[src/rtl/assert_macros.svh]
// ----------------------------------------------------------------------------
// Assertion macros
// Concurrent assertion wrappers shared by the shader RTL; empty in synthesis.
// ----------------------------------------------------------------------------
`ifndef ASSERT_MACROS_SVH
`define ASSERT_MACROS_SVH

`ifndef SYNTHESIS

// Check cons in the same cycle as ante.
`define BRFS_ASSERT_NOW(label, clk, rst, ante, cons) \
   label: assert property (@(posedge clk) disable iff (rst) (ante) |-> (cons)) \
      else $error("shader assertion failed");

// Check cons in the cycle after ante.
`define BRFS_ASSERT_NEXT(label, clk, rst, ante, cons) \
   label: assert property (@(posedge clk) disable iff (rst) (ante) |=> (cons)) \
      else $error("shader assertion failed");

`else

`define BRFS_ASSERT_NOW(label, clk, rst, ante, cons)
`define BRFS_ASSERT_NEXT(label, clk, rst, ante, cons)

`endif

`endif

[src/rtl/brfs_pkg.sv]
// ----------------------------------------------------------------------------
// Beam shader package
// Widths, register codes, reset values, fixed-point constants, shared types and div3.
// ----------------------------------------------------------------------------
package brfs_pkg;

   localparam int LED_COUNT_W = 11;
   localparam int LEVEL_W     = 16;
   localparam int MS_W        = 16;
   localparam int IDX_W       = 10;
   localparam int COLOR_W     = 8;
   localparam int C_W         = 10;   // n/3 for n < 2048
   localparam int QUO_W       = 17;   // Q1.16 distance, at most 1.0
   localparam int MUL_OP_W    = 17;
   localparam int MUL_PROD_W  = 2 * MUL_OP_W;
   localparam int CSR_IDX_W   = 2;
   localparam int CSR_DATA_W  = 16;
   localparam int DIV3_W      = LED_COUNT_W + 10;

   typedef enum logic [CSR_IDX_W-1:0] {
      CSR_LED_COUNT = 2'd0,
      CSR_MAX_LEVEL = 2'd1,
      CSR_RISE_STEP = 2'd2,
      CSR_FALL_STEP = 2'd3
   } csr_index_type;

   localparam logic FUNC_TICK  = 1'b0;
   localparam logic FUNC_PIXEL = 1'b1;

   localparam logic [LED_COUNT_W-1:0] RST_LED_COUNT = 11'd60;
   localparam logic [LEVEL_W-1:0]     RST_MAX_LEVEL = 16'd45875;
   localparam logic [LEVEL_W-1:0]     RST_RISE_STEP = 16'd164;
   localparam logic [LEVEL_W-1:0]     RST_FALL_STEP = 16'd234;

   localparam logic [MUL_OP_W-1:0] ONE_Q16     = 17'd65536;
   localparam logic [MUL_OP_W-1:0] FALLOFF_Q16 = 17'd45875;  // 0.7
   localparam logic [MUL_OP_W-1:0] BASE_R      = 17'd255;
   localparam logic [MUL_OP_W-1:0] BASE_G      = 17'd240;
   localparam logic [MUL_OP_W-1:0] BASE_B      = 17'd200;
   localparam logic [DIV3_W-1:0]   RECIP3      = 21'd683;    // ceil(2048/3)

   typedef struct packed {
      logic                load;
      logic [MUL_OP_W-1:0] a;
      logic [MUL_OP_W-1:0] b;
   } brfs_mul_op_type;

   typedef struct packed {
      logic busy;
      logic done;
   } brfs_div_stat_type;

   // Exact floor(n/3) for every n below 2048.
   function automatic logic [C_W-1:0] div3(input logic [LED_COUNT_W-1:0] n);
      logic [DIV3_W-1:0] prod;
      prod = DIV3_W'(n) * RECIP3;
      return prod[DIV3_W-1:LED_COUNT_W];
   endfunction

endpackage

[src/rtl/brfs_ifs.sv]
// ----------------------------------------------------------------------------
// Beam shader channels
// Valid/ready interfaces for the request, response and register-write words.
// ----------------------------------------------------------------------------
interface brfs_req_if;
   import brfs_pkg::*;

   logic             valid;
   logic             ready;
   logic             func;
   logic             beam_on;
   logic [MS_W-1:0]  elapsed_ms;
   logic [IDX_W-1:0] led_index;

   modport source (output valid, func, beam_on, elapsed_ms, led_index, input ready);
   modport sink   (input valid, func, beam_on, elapsed_ms, led_index, output ready);
endinterface

interface brfs_rsp_if;
   import brfs_pkg::*;

   logic               valid;
   logic               ready;
   logic [COLOR_W-1:0] red;
   logic [COLOR_W-1:0] green;
   logic [COLOR_W-1:0] blue;
   logic               painted;

   modport source (output valid, red, green, blue, painted, input ready);
   modport sink   (input valid, red, green, blue, painted, output ready);
endinterface

interface brfs_csr_if;
   import brfs_pkg::*;

   logic                  valid;
   logic                  ready;
   logic [CSR_IDX_W-1:0]  index;
   logic [CSR_DATA_W-1:0] data;

   modport source (output valid, index, data, input ready);
   modport sink   (input valid, index, data, output ready);
endinterface

[src/rtl/brfs_mul.sv]
// ----------------------------------------------------------------------------
// Shared multiplier
// One 17x17 unsigned multiply, product registered; reused by every step.
// ----------------------------------------------------------------------------
module brfs_mul (
   input  logic                             clock,
   input  brfs_pkg::brfs_mul_op_type        op,
   output logic [brfs_pkg::MUL_PROD_W-1:0]  prod
);
   import brfs_pkg::*;

   logic [MUL_PROD_W-1:0] prod_ff;

   always_ff @(posedge clock) begin
      if (op.load) begin
         prod_ff <= MUL_PROD_W'(op.a) * MUL_PROD_W'(op.b);
      end
   end

   assign prod = prod_ff;

endmodule

[src/rtl/brfs_div.sv]
// ----------------------------------------------------------------------------
// Distance divider
// Restoring divider, one quotient bit a cycle: (num << 16) / den, num <= den.
// ----------------------------------------------------------------------------
module brfs_div (
   input  logic                        clock,
   input  logic                        reset,
   input  logic                        start,
   input  logic [brfs_pkg::C_W-1:0]    num,
   input  logic [brfs_pkg::C_W-1:0]    den,
   output logic [brfs_pkg::QUO_W-1:0]  quo,
   output brfs_pkg::brfs_div_stat_type stat
);
   import brfs_pkg::*;

   localparam int CNT_W = $clog2(QUO_W + 1);

   logic [CNT_W-1:0] cnt_ff;
   logic             done_ff;
   logic [C_W:0]     rem_ff;
   logic [C_W-1:0]   den_ff;
   logic [QUO_W-1:0] quo_ff;

   logic             ge;
   logic [C_W:0]     rem_sub;
   logic [C_W:0]     rem_in;
   logic [QUO_W-1:0] quo_in;

   // Partial remainder stays below den after the subtract, so it fits C_W bits.
   always_comb begin
      ge      = rem_ff >= {1'b0, den_ff};
      rem_sub = ge ? rem_ff - {1'b0, den_ff} : rem_ff;
      rem_in  = {rem_sub[C_W-1:0], 1'b0};
      quo_in  = {quo_ff[QUO_W-2:0], ge};
   end

   always_ff @(posedge clock) begin
      if (reset) begin
         cnt_ff  <= '0;
         done_ff <= 1'b0;
      end else begin
         done_ff <= (cnt_ff == CNT_W'(1));
         if (start) begin
            cnt_ff <= CNT_W'(QUO_W);
         end else if (cnt_ff != '0) begin
            cnt_ff <= cnt_ff - CNT_W'(1);
         end
      end
   end

   always_ff @(posedge clock) begin
      if (start) begin
         rem_ff <= {1'b0, num};
         den_ff <= den;
         quo_ff <= '0;
      end else if (cnt_ff != '0) begin
         rem_ff <= rem_in;
         quo_ff <= quo_in;
      end
   end

   assign quo       = quo_ff;
   assign stat.busy = cnt_ff != '0;
   assign stat.done = done_ff;

endmodule

[src/rtl/beam_ramp_and_falloff_shader.sv]
// ----------------------------------------------------------------------------
// Beam ramp and falloff shader
// Beam intensity ramp plus warm-white per-LED shading with edge falloff.
// ----------------------------------------------------------------------------
// Usage:
//   req_if  carries one word per command: func 0 is a time tick, func 1 asks
//           for the color of LED led_index. Every word applies beam_on first;
//           turning the beam off clears the intensity.
//   rsp_if  returns one word per pixel request (red, green, blue, painted);
//           ticks return nothing.
//   csr_if  writes led_count, max_level, rise_step, fall_step (index 0..3);
//           always ready, write only while the block is idle.
// Timing: one word at a time; req_if.ready is low while a word is in work.
//   Tick: one multiply, then one update; the first tick after reset only
//   arms timing.
//   Pixel: square the level, apply the edge falloff, then scale red, green
//   and blue in turn; outer-third pixels first wait on the 17-step serial
//   divider for the edge distance. All products go through one shared
//   17x17 multiplier. Dark or out-of-strip pixels go straight to output.
// Reset: intensity 0, beam off, timing not started, registers to defaults.
// Stall: a result waits in the output register; the next request is still
//   taken, and its own result holds in the sequencer until rsp_if drains.
// ----------------------------------------------------------------------------
`include "assert_macros.svh"

module beam_ramp_and_falloff_shader #(
   parameter int unsigned MAX_LEDS = 1024
) (
   input  logic       clock,
   input  logic       reset,
   brfs_req_if.sink   req_if,
   brfs_rsp_if.source rsp_if,
   brfs_csr_if.sink   csr_if
);
   import brfs_pkg::*;

   typedef enum logic [3:0] {
      S_IDLE,
      S_TICK,
      S_SMOOTH,
      S_DIV,
      S_FALL,
      S_LOCAL,
      S_RED,
      S_GREEN,
      S_BLUE,
      S_FINISH,
      S_OUT
   } state_type;

   // Configuration, with strip geometry precomputed at write time
   logic [LED_COUNT_W-1:0] n_ff;      // led_count clamped to MAX_LEDS
   logic [C_W-1:0]         c_ff;      // n/3
   logic [LED_COUNT_W-1:0] ce_ff;     // n - n/3
   logic [LEVEL_W-1:0]     max_ff;
   logic [LEVEL_W-1:0]     rise_ff;
   logic [LEVEL_W-1:0]     fall_ff;

   // Sequencer and ramp state
   state_type              state_ff;
   logic [LEVEL_W-1:0]     level_ff;
   logic                   beam_ff;
   logic                   timing_ff;
   logic                   edge_ff;
   logic [LEVEL_W-1:0]     smooth_ff;
   logic [MUL_OP_W-1:0]    falloff_ff;
   logic [LEVEL_W-1:0]     local_ff;
   logic [COLOR_W-1:0]     red_ff;
   logic [COLOR_W-1:0]     green_ff;
   logic [COLOR_W-1:0]     blue_ff;
   logic                   paint_ff;

   // Output register
   logic                   rsp_valid_ff;
   logic [COLOR_W-1:0]     rsp_red_ff;
   logic [COLOR_W-1:0]     rsp_green_ff;
   logic [COLOR_W-1:0]     rsp_blue_ff;
   logic                   rsp_paint_ff;

   logic                   accept;
   logic                   rsp_load;
   logic [LEVEL_W-1:0]     level_set;
   logic                   dark;
   logic                   outside;
   logic                   in_low;
   logic                   in_high;
   logic                   in_edge;
   logic [LED_COUNT_W-1:0] num_high;
   logic [C_W-1:0]         num;
   logic [LEVEL_W-1:0]     step_sel;
   logic                   div_start;
   logic [LEVEL_W:0]       sum;
   logic [LEVEL_W-1:0]     level_in;
   logic [LED_COUNT_W-1:0] n_in;

   brfs_mul_op_type        mul_op;
   logic [MUL_PROD_W-1:0]  prod;
   logic [QUO_W-1:0]       div_quo;
   brfs_div_stat_type      div_stat;

   // Clip a base*local product to one 8-bit channel.
   function automatic logic [COLOR_W-1:0] sat8(input logic [MUL_PROD_W-1:0] p);
      logic [MUL_PROD_W-17:0] v;
      v = p[MUL_PROD_W-1:16];
      return (|v[MUL_PROD_W-17:COLOR_W]) ? {COLOR_W{1'b1}} : v[COLOR_W-1:0];
   endfunction

   assign req_if.ready = (state_ff == S_IDLE);
   assign csr_if.ready = 1'b1;
   assign accept       = req_if.valid && req_if.ready;
   // Move a finished word into the output register once it is free.
   assign rsp_load     = (state_ff == S_OUT) && (!rsp_valid_ff || rsp_if.ready);

   // Apply beam_on ahead of the command; clear level on an on-to-off change.
   always_comb begin
      level_set = (beam_ff && !req_if.beam_on) ? '0 : level_ff;
      dark      = !req_if.beam_on && (level_set == '0);
      outside   = (n_ff == '0) || (LED_COUNT_W'(req_if.led_index) >= n_ff);
      in_low    = req_if.led_index < IDX_W'(c_ff);
      in_high   = LED_COUNT_W'(req_if.led_index) > ce_ff;
      in_edge   = (c_ff != '0) && (in_low || in_high);
      num_high  = LED_COUNT_W'(req_if.led_index) - ce_ff;
      num       = in_low ? (c_ff - C_W'(req_if.led_index)) : num_high[C_W-1:0];
      step_sel  = req_if.beam_on ? rise_ff : fall_ff;
      div_start = accept && (req_if.func == FUNC_PIXEL) && !dark && !outside && in_edge;
   end

   // Ramp update from the registered ms*step product.
   always_comb begin
      sum = {1'b0, level_ff} + {1'b0, prod[LEVEL_W-1:0]};
      if (beam_ff) begin
         if ((|prod[MUL_PROD_W-1:LEVEL_W]) || (sum > {1'b0, max_ff})) begin
            level_in = max_ff;
         end else begin
            level_in = sum[LEVEL_W-1:0];
         end
      end else begin
         if (prod >= MUL_PROD_W'(level_ff)) begin
            level_in = '0;
         end else begin
            level_in = level_ff - prod[LEVEL_W-1:0];
         end
      end
   end

   // Operand select for the shared multiplier
   always_comb begin
      mul_op = '0;
      unique case (state_ff)
         S_IDLE: begin
            mul_op.load = accept;
            if (req_if.func == FUNC_PIXEL) begin
               mul_op.a = MUL_OP_W'(level_set);
               mul_op.b = MUL_OP_W'(level_set);
            end else begin
               mul_op.a = MUL_OP_W'(req_if.elapsed_ms);
               mul_op.b = MUL_OP_W'(step_sel);
            end
         end
         S_DIV: begin
            mul_op.load = div_stat.done;
            mul_op.a    = div_quo;
            mul_op.b    = FALLOFF_Q16;
         end
         S_LOCAL: begin
            mul_op.load = 1'b1;
            mul_op.a    = MUL_OP_W'(smooth_ff);
            mul_op.b    = falloff_ff;
         end
         S_RED: begin
            mul_op.load = 1'b1;
            mul_op.a    = BASE_R;
            mul_op.b    = MUL_OP_W'(prod[31:16]);
         end
         S_GREEN: begin
            mul_op.load = 1'b1;
            mul_op.a    = BASE_G;
            mul_op.b    = MUL_OP_W'(local_ff);
         end
         S_BLUE: begin
            mul_op.load = 1'b1;
            mul_op.a    = BASE_B;
            mul_op.b    = MUL_OP_W'(local_ff);
         end
         default: begin
            mul_op = '0;
         end
      endcase
   end

   brfs_mul u_mul (
      .clock (clock),
      .op    (mul_op),
      .prod  (prod)
   );

   brfs_div u_div (
      .clock (clock),
      .reset (reset),
      .start (div_start),
      .num   (num),
      .den   (c_ff),
      .quo   (div_quo),
      .stat  (div_stat)
   );

   // Register writes; clamp the strip length and derive its thirds.
   assign n_in = (32'(csr_if.data[LED_COUNT_W-1:0]) > MAX_LEDS) ?
                 LED_COUNT_W'(MAX_LEDS) : csr_if.data[LED_COUNT_W-1:0];

   always_ff @(posedge clock) begin
      if (reset) begin
         n_ff    <= RST_LED_COUNT;
         c_ff    <= div3(RST_LED_COUNT);
         ce_ff   <= RST_LED_COUNT - LED_COUNT_W'(div3(RST_LED_COUNT));
         max_ff  <= RST_MAX_LEVEL;
         rise_ff <= RST_RISE_STEP;
         fall_ff <= RST_FALL_STEP;
      end else if (csr_if.valid && csr_if.ready) begin
         unique case (csr_index_type'(csr_if.index))
            CSR_LED_COUNT: begin
               n_ff  <= n_in;
               c_ff  <= div3(n_in);
               ce_ff <= n_in - LED_COUNT_W'(div3(n_in));
            end
            CSR_MAX_LEVEL: max_ff  <= csr_if.data;
            CSR_RISE_STEP: rise_ff <= csr_if.data;
            CSR_FALL_STEP: fall_ff <= csr_if.data;
         endcase
      end
   end

   // Sequencer, ramp state and output register
   always_ff @(posedge clock) begin
      if (reset) begin
         state_ff     <= S_IDLE;
         level_ff     <= '0;
         beam_ff      <= 1'b0;
         timing_ff    <= 1'b0;
         rsp_valid_ff <= 1'b0;
      end else begin
         if (rsp_load) begin
            rsp_valid_ff <= 1'b1;
         end else if (rsp_if.ready) begin
            rsp_valid_ff <= 1'b0;
         end
         unique case (state_ff)
            S_IDLE: begin
               if (accept) begin
                  beam_ff  <= req_if.beam_on;
                  level_ff <= level_set;
                  if (req_if.func == FUNC_TICK) begin
                     // first tick only arms timing
                     if (!timing_ff) begin
                        timing_ff <= 1'b1;
                     end else begin
                        state_ff <= S_TICK;
                     end
                  end else if (dark || outside) begin
                     red_ff   <= '0;
                     green_ff <= '0;
                     blue_ff  <= '0;
                     paint_ff <= 1'b0;
                     state_ff <= S_OUT;
                  end else begin
                     edge_ff  <= in_edge;
                     state_ff <= S_SMOOTH;
                  end
               end
            end
            S_TICK: begin
               level_ff <= level_in;
               state_ff <= S_IDLE;
            end
            S_SMOOTH: begin
               smooth_ff <= prod[31:16];
               if (edge_ff) begin
                  state_ff <= S_DIV;
               end else begin
                  falloff_ff <= ONE_Q16;
                  state_ff   <= S_LOCAL;
               end
            end
            S_DIV: begin
               if (div_stat.done) begin
                  state_ff <= S_FALL;
               end
            end
            S_FALL: begin
               falloff_ff <= ONE_Q16 - prod[32:16];
               state_ff   <= S_LOCAL;
            end
            S_LOCAL: begin
               state_ff <= S_RED;
            end
            S_RED: begin
               local_ff <= prod[31:16];
               state_ff <= S_GREEN;
            end
            S_GREEN: begin
               red_ff   <= sat8(prod);
               state_ff <= S_BLUE;
            end
            S_BLUE: begin
               green_ff <= sat8(prod);
               state_ff <= S_FINISH;
            end
            S_FINISH: begin
               blue_ff  <= sat8(prod);
               paint_ff <= 1'b1;
               state_ff <= S_OUT;
            end
            S_OUT: begin
               // hold until the output register is free
               if (rsp_load) begin
                  state_ff <= S_IDLE;
               end
            end
            default: begin
               state_ff <= S_IDLE;
            end
         endcase
      end
   end

   always_ff @(posedge clock) begin
      if (rsp_load) begin
         rsp_red_ff   <= red_ff;
         rsp_green_ff <= green_ff;
         rsp_blue_ff  <= blue_ff;
         rsp_paint_ff <= paint_ff;
      end
   end

   assign rsp_if.valid   = rsp_valid_ff;
   assign rsp_if.red     = rsp_red_ff;
   assign rsp_if.green   = rsp_green_ff;
   assign rsp_if.blue    = rsp_blue_ff;
   assign rsp_if.painted = rsp_paint_ff;

   // A rising ramp never leaves the level above the ceiling.
   `BRFS_ASSERT_NEXT(a_ramp_ceiling, clock, reset, (state_ff == S_TICK) && beam_ff, level_ff <= max_ff)
   // The divider is never still running when a new word comes in.
   `BRFS_ASSERT_NOW(a_div_idle_on_accept, clock, reset, accept, !div_stat.busy)
   // Divider completion is only seen while the sequencer waits for it.
   `BRFS_ASSERT_NOW(a_div_done_in_wait, clock, reset, div_stat.done, state_ff == S_DIV)
   // A painted result never comes from a dark beam.
   `BRFS_ASSERT_NOW(a_paint_lit, clock, reset, (state_ff == S_OUT) && paint_ff, beam_ff || (level_ff != '0))

endmodule

[src/flat_wrapper.sv]
// flat-port wrapper written by rule: the top's interface ports become plain ports
module beam_ramp_and_falloff_shader_flat import brfs_pkg::*;
#(
   parameter int unsigned MAX_LEDS = 1024
)
  (clock, reset, req_if_valid, req_if_func, req_if_beam_on, req_if_elapsed_ms, req_if_led_index, req_if_ready, rsp_if_valid, rsp_if_red, rsp_if_green, rsp_if_blue, rsp_if_painted, rsp_if_ready, csr_if_valid, csr_if_index, csr_if_data, csr_if_ready);
  brfs_req_if req_if_i ();
  brfs_rsp_if rsp_if_i ();
  brfs_csr_if csr_if_i ();
  input  logic clock;
  input  logic reset;
  input wire logic [$bits(req_if_i.valid)-1:0] req_if_valid;
  input wire logic [$bits(req_if_i.func)-1:0] req_if_func;
  input wire logic [$bits(req_if_i.beam_on)-1:0] req_if_beam_on;
  input wire logic [$bits(req_if_i.elapsed_ms)-1:0] req_if_elapsed_ms;
  input wire logic [$bits(req_if_i.led_index)-1:0] req_if_led_index;
  output wire logic [$bits(req_if_i.ready)-1:0] req_if_ready;
  output wire logic [$bits(rsp_if_i.valid)-1:0] rsp_if_valid;
  output wire logic [$bits(rsp_if_i.red)-1:0] rsp_if_red;
  output wire logic [$bits(rsp_if_i.green)-1:0] rsp_if_green;
  output wire logic [$bits(rsp_if_i.blue)-1:0] rsp_if_blue;
  output wire logic [$bits(rsp_if_i.painted)-1:0] rsp_if_painted;
  input wire logic [$bits(rsp_if_i.ready)-1:0] rsp_if_ready;
  input wire logic [$bits(csr_if_i.valid)-1:0] csr_if_valid;
  input wire logic [$bits(csr_if_i.index)-1:0] csr_if_index;
  input wire logic [$bits(csr_if_i.data)-1:0] csr_if_data;
  output wire logic [$bits(csr_if_i.ready)-1:0] csr_if_ready;
  assign req_if_i.valid = req_if_valid;
  assign req_if_i.func = req_if_func;
  assign req_if_i.beam_on = req_if_beam_on;
  assign req_if_i.elapsed_ms = req_if_elapsed_ms;
  assign req_if_i.led_index = req_if_led_index;
  assign req_if_ready = req_if_i.ready;
  assign rsp_if_valid = rsp_if_i.valid;
  assign rsp_if_red = rsp_if_i.red;
  assign rsp_if_green = rsp_if_i.green;
  assign rsp_if_blue = rsp_if_i.blue;
  assign rsp_if_painted = rsp_if_i.painted;
  assign rsp_if_i.ready = rsp_if_ready;
  assign csr_if_i.valid = csr_if_valid;
  assign csr_if_i.index = csr_if_index;
  assign csr_if_i.data = csr_if_data;
  assign csr_if_ready = csr_if_i.ready;
  beam_ramp_and_falloff_shader #(.MAX_LEDS(MAX_LEDS)) u_core (.clock(clock), .reset(reset), .req_if(req_if_i), .rsp_if(rsp_if_i), .csr_if(csr_if_i));
endmodule
[config.mk]
export PLATFORM = sky130hd
export DESIGN_NAME = beam_ramp_and_falloff_shader_flat
export DESIGN_NICKNAME = d
export VERILOG_FILES = /design/src/rtl/brfs_pkg.sv /design/src/rtl/brfs_ifs.sv /design/src/rtl/brfs_mul.sv /design/src/rtl/brfs_div.sv /design/src/rtl/beam_ramp_and_falloff_shader.sv /design/src/flat_wrapper.sv
export VERILOG_INCLUDE_DIRS = /design/src /design/src/rtl
export SDC_FILE = /design/constraint.sdc
export NUM_CORES = 2
export LEC_CHECK = 0
export ABC_CLOCK_PERIOD_IN_PS = 8900
export BUFFER_PORTS_ARGS = -buffer_cell sky130_fd_sc_hd__buf_2
export CAP_MARGIN = 20
export CELL_PAD_IN_SITES_DETAIL_PLACEMENT = 1
export CELL_PAD_IN_SITES_GLOBAL_PLACEMENT = 1
export CORE_MARGIN = 1
export CORE_UTILIZATION = 50
export CTS_CLUSTER_DIAMETER = 100
export CTS_CLUSTER_SIZE = 10
export DETAILED_ROUTE_END_ITERATION = 8
export PLACE_DENSITY_LB_ADDON = 0.12
export SYNTH_ARGS = -nofsm -noshare
export SYNTH_HDL_FRONTEND = slang
export SYNTH_SLANG_ARGS = --single-unit
[constraint.sdc]
create_clock -name clock -period 8.9 [get_ports clock]
set_clock_uncertainty 0.15 [all_clocks]
set_input_delay 0.445 -clock clock [delete_from_list [all_inputs] [get_ports clock]]
set_output_delay 0.445 -clock clock [all_outputs]
set_load 0.01 [all_outputs]
==> impl_metrics.tcl <==
set metrics [dict create \
    finalCritPeriodShare_pct 96.1 \
    drc 0 \
    start_kind "flip-flop" \
    die-area_sq_um 55000 \
    routedWlPerCell_um 23.7 \
    setup_viol 0 \
    worstPathArrival_ps 8690 \
    post-synth-top-area-cell "fa_1" \
    clkLatencyLatePin_ps 560 \
    first_pass_iters 5 \
    numPortBuffers 77 \
    dp_hpwl_mm 72.6 \
    die_w_um 235 \
    grt_max_degree 70 \
    end_kind "flip-flop" \
    ir_worst_vdd_v 0.000138 \
    die_height_um 235 \
    critPathMaxFanout 14 \
    regArea_sq_um 7170 \
    avgSynthCellArea_sq_um 9.01 \
    gr-usage-all-layers_pct 33.4 \
    cts_buffers 34 \
    vias 22201 \
    r2r_cells 27 \
    cp.required_ps 9040 \
    initial_core_util_pct 51.0 \
    ys_types 80 \
    rrSetupSlack_ps 350 \
    synth_top_area_share_pct 19.0 \
    worstMarginPinSlew_ps 1090 \
    synth_common_cells "inv_1 (466), nand2_1 (417), ha_1 (287)" \
    cts_setup_buffers 0 \
    cp_slowest_cell "fa_1" \
    finalCriticalPeriod_ps 8550 \
    synth_ff_type "edfxtp_1" \
    ant_nets 0 \
    multi_input_area_sq_um 17700 \
    path_clk_slew_ps 50 \
    clockBufferDepth 3 \
    core-area_sq_um 53000 \
    clock.fmax_mhz 117 \
    via_per_inst 5.87 \
    yosys_warnings 0 \
    crit_buf_inv 6 \
    max_slew_margin_pct 27.1 \
    rsz0062_at_grt "no" \
    crit_top_cell "fa_1" \
    criticalPathCategory "reg2reg" \
    setup_tns_ps 0 \
    grt_pass1_wl_mm 138 \
    holdWs_ps 39.0 \
    outcome "finished, final reports clean" \
    finalHoldViolCount 0 \
    cap_violations 0 \
    async_flop_share_pct 0 \
    holdPathStages 3 \
    cp_top_family "adder cells" \
    grt_pass1_vias 23779 \
    synth_cells 3002 \
    n_antenna_cell 0 \
    synthTopCellsByArea "fa_1 (19%), edfxtp_1 (17%), ha_1 (13%)" \
    cts.sinks 281 \
    timing.rr.start "u_core.state_ff[2]" \
    worst_path_largest_cell_delay_ps 640 \
    drv_slew 0 \
    place_congestion 0.949 \
    antenna_found_initial 1 \
    nets 3670 \
    post_route_cells_drive_above_1_share_pct 7.72 \
    tritoncts "built" \
    pin_count 79 \
    pwr_density_cell_nw_per_um2 223 \
    hold_end "u_core.fall_ff[13]" \
    ys_ff_latch 281 \
    fillers 6190 \
    hold_start "csr_if_data[13]" \
    grt_overflow 0 \
    area_growth_syn_to_layout_pct 8.83 \
    hold_path.class "in2reg" \
    timing.rr.end "u_core.u_mul.prod[30]" \
    synth_area_sq_um 27000 \
    rows 84 \
    p_leak_nw 13.7 \
    cts_max_level 2 \
    routed_wl_mm 89.7 \
    yosysMostFrequentCell "inv_1" \
    root_buffer "clkbuf_16" \
    drt-initial-drc-count 1498 \
    synth_edf_count 154 \
    ys_seq_area_share_pct 26.5 \
]
==> sequential cells by signal (all words and copies together) (netlist names), 8 cells and up <==
register and cells:
u_core.local_ff 16, u_core.green_ff 8, u_core.red_ff 8, u_core.rsp_if.green 8, u_core.u_div.quo 17, u_core.max_ff 16
u_core.rise_ff 16, u_core.u_div.den_ff 10, u_core.u_div.rem_ff 11, u_core.ce_ff 11, u_core.rsp_if.blue 8, u_core.c_ff 10
u_core.rsp_if.red 8, u_core.blue_ff 8, u_core.falloff_ff 17, u_core.smooth_ff 16, u_core.n_ff 11, u_core.fall_ff 16
u_core.u_mul.prod 34, u_core.level_ff 16
==> worst min-delay path: stages <==
cell,delay (ps)
buf_2,130
nand2_1,60
a21oi_1,50
==> per-layer routing <==
layer | up-vias | part of all wire [%] | wire [um] | track usage (%)
li1 | 10085 | - | - | -
met1 | 11277 | 43 | 38300 | 44.2
met2 | 677 | 48 | 43400 | 57.0
met3 | 162 | 5.6 | 5030 | 3.60
met4 | 0 | 3.2 | 2880 | 10.7
met5 | - | 0 | 0 | 0
==> logic make-up after synthesis <==
group / count (synthesis) / share of synthesized area, %
adders and majority gates: 543 / 32.2
other: 2 / 0.0278
DFF: 281 / 26.5
and+or+nand+nor: 935 / 15.6
buffers and inverters: 585 / 8.30
xor gates and xnor gates: 100 / 3.24
muxes: 51 / 1.98
AOI/OAI and AO/OA: 505 / 12.1
==> through the flow <==
| stage | instance area [sq um] | setup WS (ps) | power (W) | util, % | instances |
|---|---|---|---|---|---|
| floorplan | 27100 | 1260 | 0.00410 | - | 3009 |
| global placement | 28400 | 269 | 0.00505 | 53.6 | 3727 |
| detailed placement | 28400 | 334 | 0.00521 | 53.6 | 3728 |
| CTS | 29400 | 335 | 0.00654 | 55.5 | 3784 |
| global route | 29400 | 31.5 | 0.00698 | 55.6 | 3784 |
| finish | 29400 | 350 | 0.00656 | 55.6 | 3784 |
==> cells in the final DEF (no fill, tap or decap), drive strengths merged, types with 6 or more instances in the layout <==
master	netlist	final
a21oi	178	178
and4	8	8
dfxtp	127	127
nor2	229	229
clkbuf	89	52
nor2b	35	35
a221oi	16	16
o21bai	13	13
nand3	46	46
ha	287	287
edfxtp	154	154
a211oi	35	35
nand2	417	417
a21o	30	30
a22oi	10	10
fa	256	256
a21boi	10	10
inv	467	470
o31ai	13	13
xnor2	71	71
o21a	12	12
nor4	16	16
o211ai	26	26
and3	17	17
xor2	29	29
or2	6	6
a211o	6	6
or3	13	13
nand2b	30	30
a31oi	25	25
mux2	16	16
mux2i	35	35
o21ai	79	79
conb	2	9
buf	28	148
nand4	23	23
nor3	39	39
a222oi	6	6
a311oi	6	6
and2	40	40
==> layout make-up <==
type                    count  area share, %
multi-input cells        2143           60.3
repair buffers            148           3.12
inverters                 468           5.97
clock inverters             4          0.230
well taps                 688           2.93
flip-flops and latches    281           24.4
clock buffers              52           3.12
==> where the power goes <==
group	switching [W]	internal (W)
combinational	0.00211	0.00126
sequential	0.000243	0.00165
clock	0.000572	0.000720
==> repair_timing <==
item                       4_1_cts  5_1_grt
hold buffers                     0        0
setup endpoints to repair        0        3
gates resized for setup          0        7
==> worst max path at each step <==
stage                       startpoint                    end  slack, ps  depth (start not counted)
finish              u_core.state_ff[2]  u_core.u_mul.prod[30]        350                         27
floorplan           u_core.state_ff[2]  u_core.u_mul.prod[32]       1260                         28
CTS                 u_core.state_ff[3]  u_core.u_mul.prod[31]        340                         26
detailed placement  u_core.state_ff[3]  u_core.u_mul.prod[31]        330                         26
global placement    u_core.state_ff[3]  u_core.u_mul.prod[31]        270                         25
global route        u_core.state_ff[0]  u_core.u_mul.prod[31]         30                         26
(Power assumes the default switching activity.)
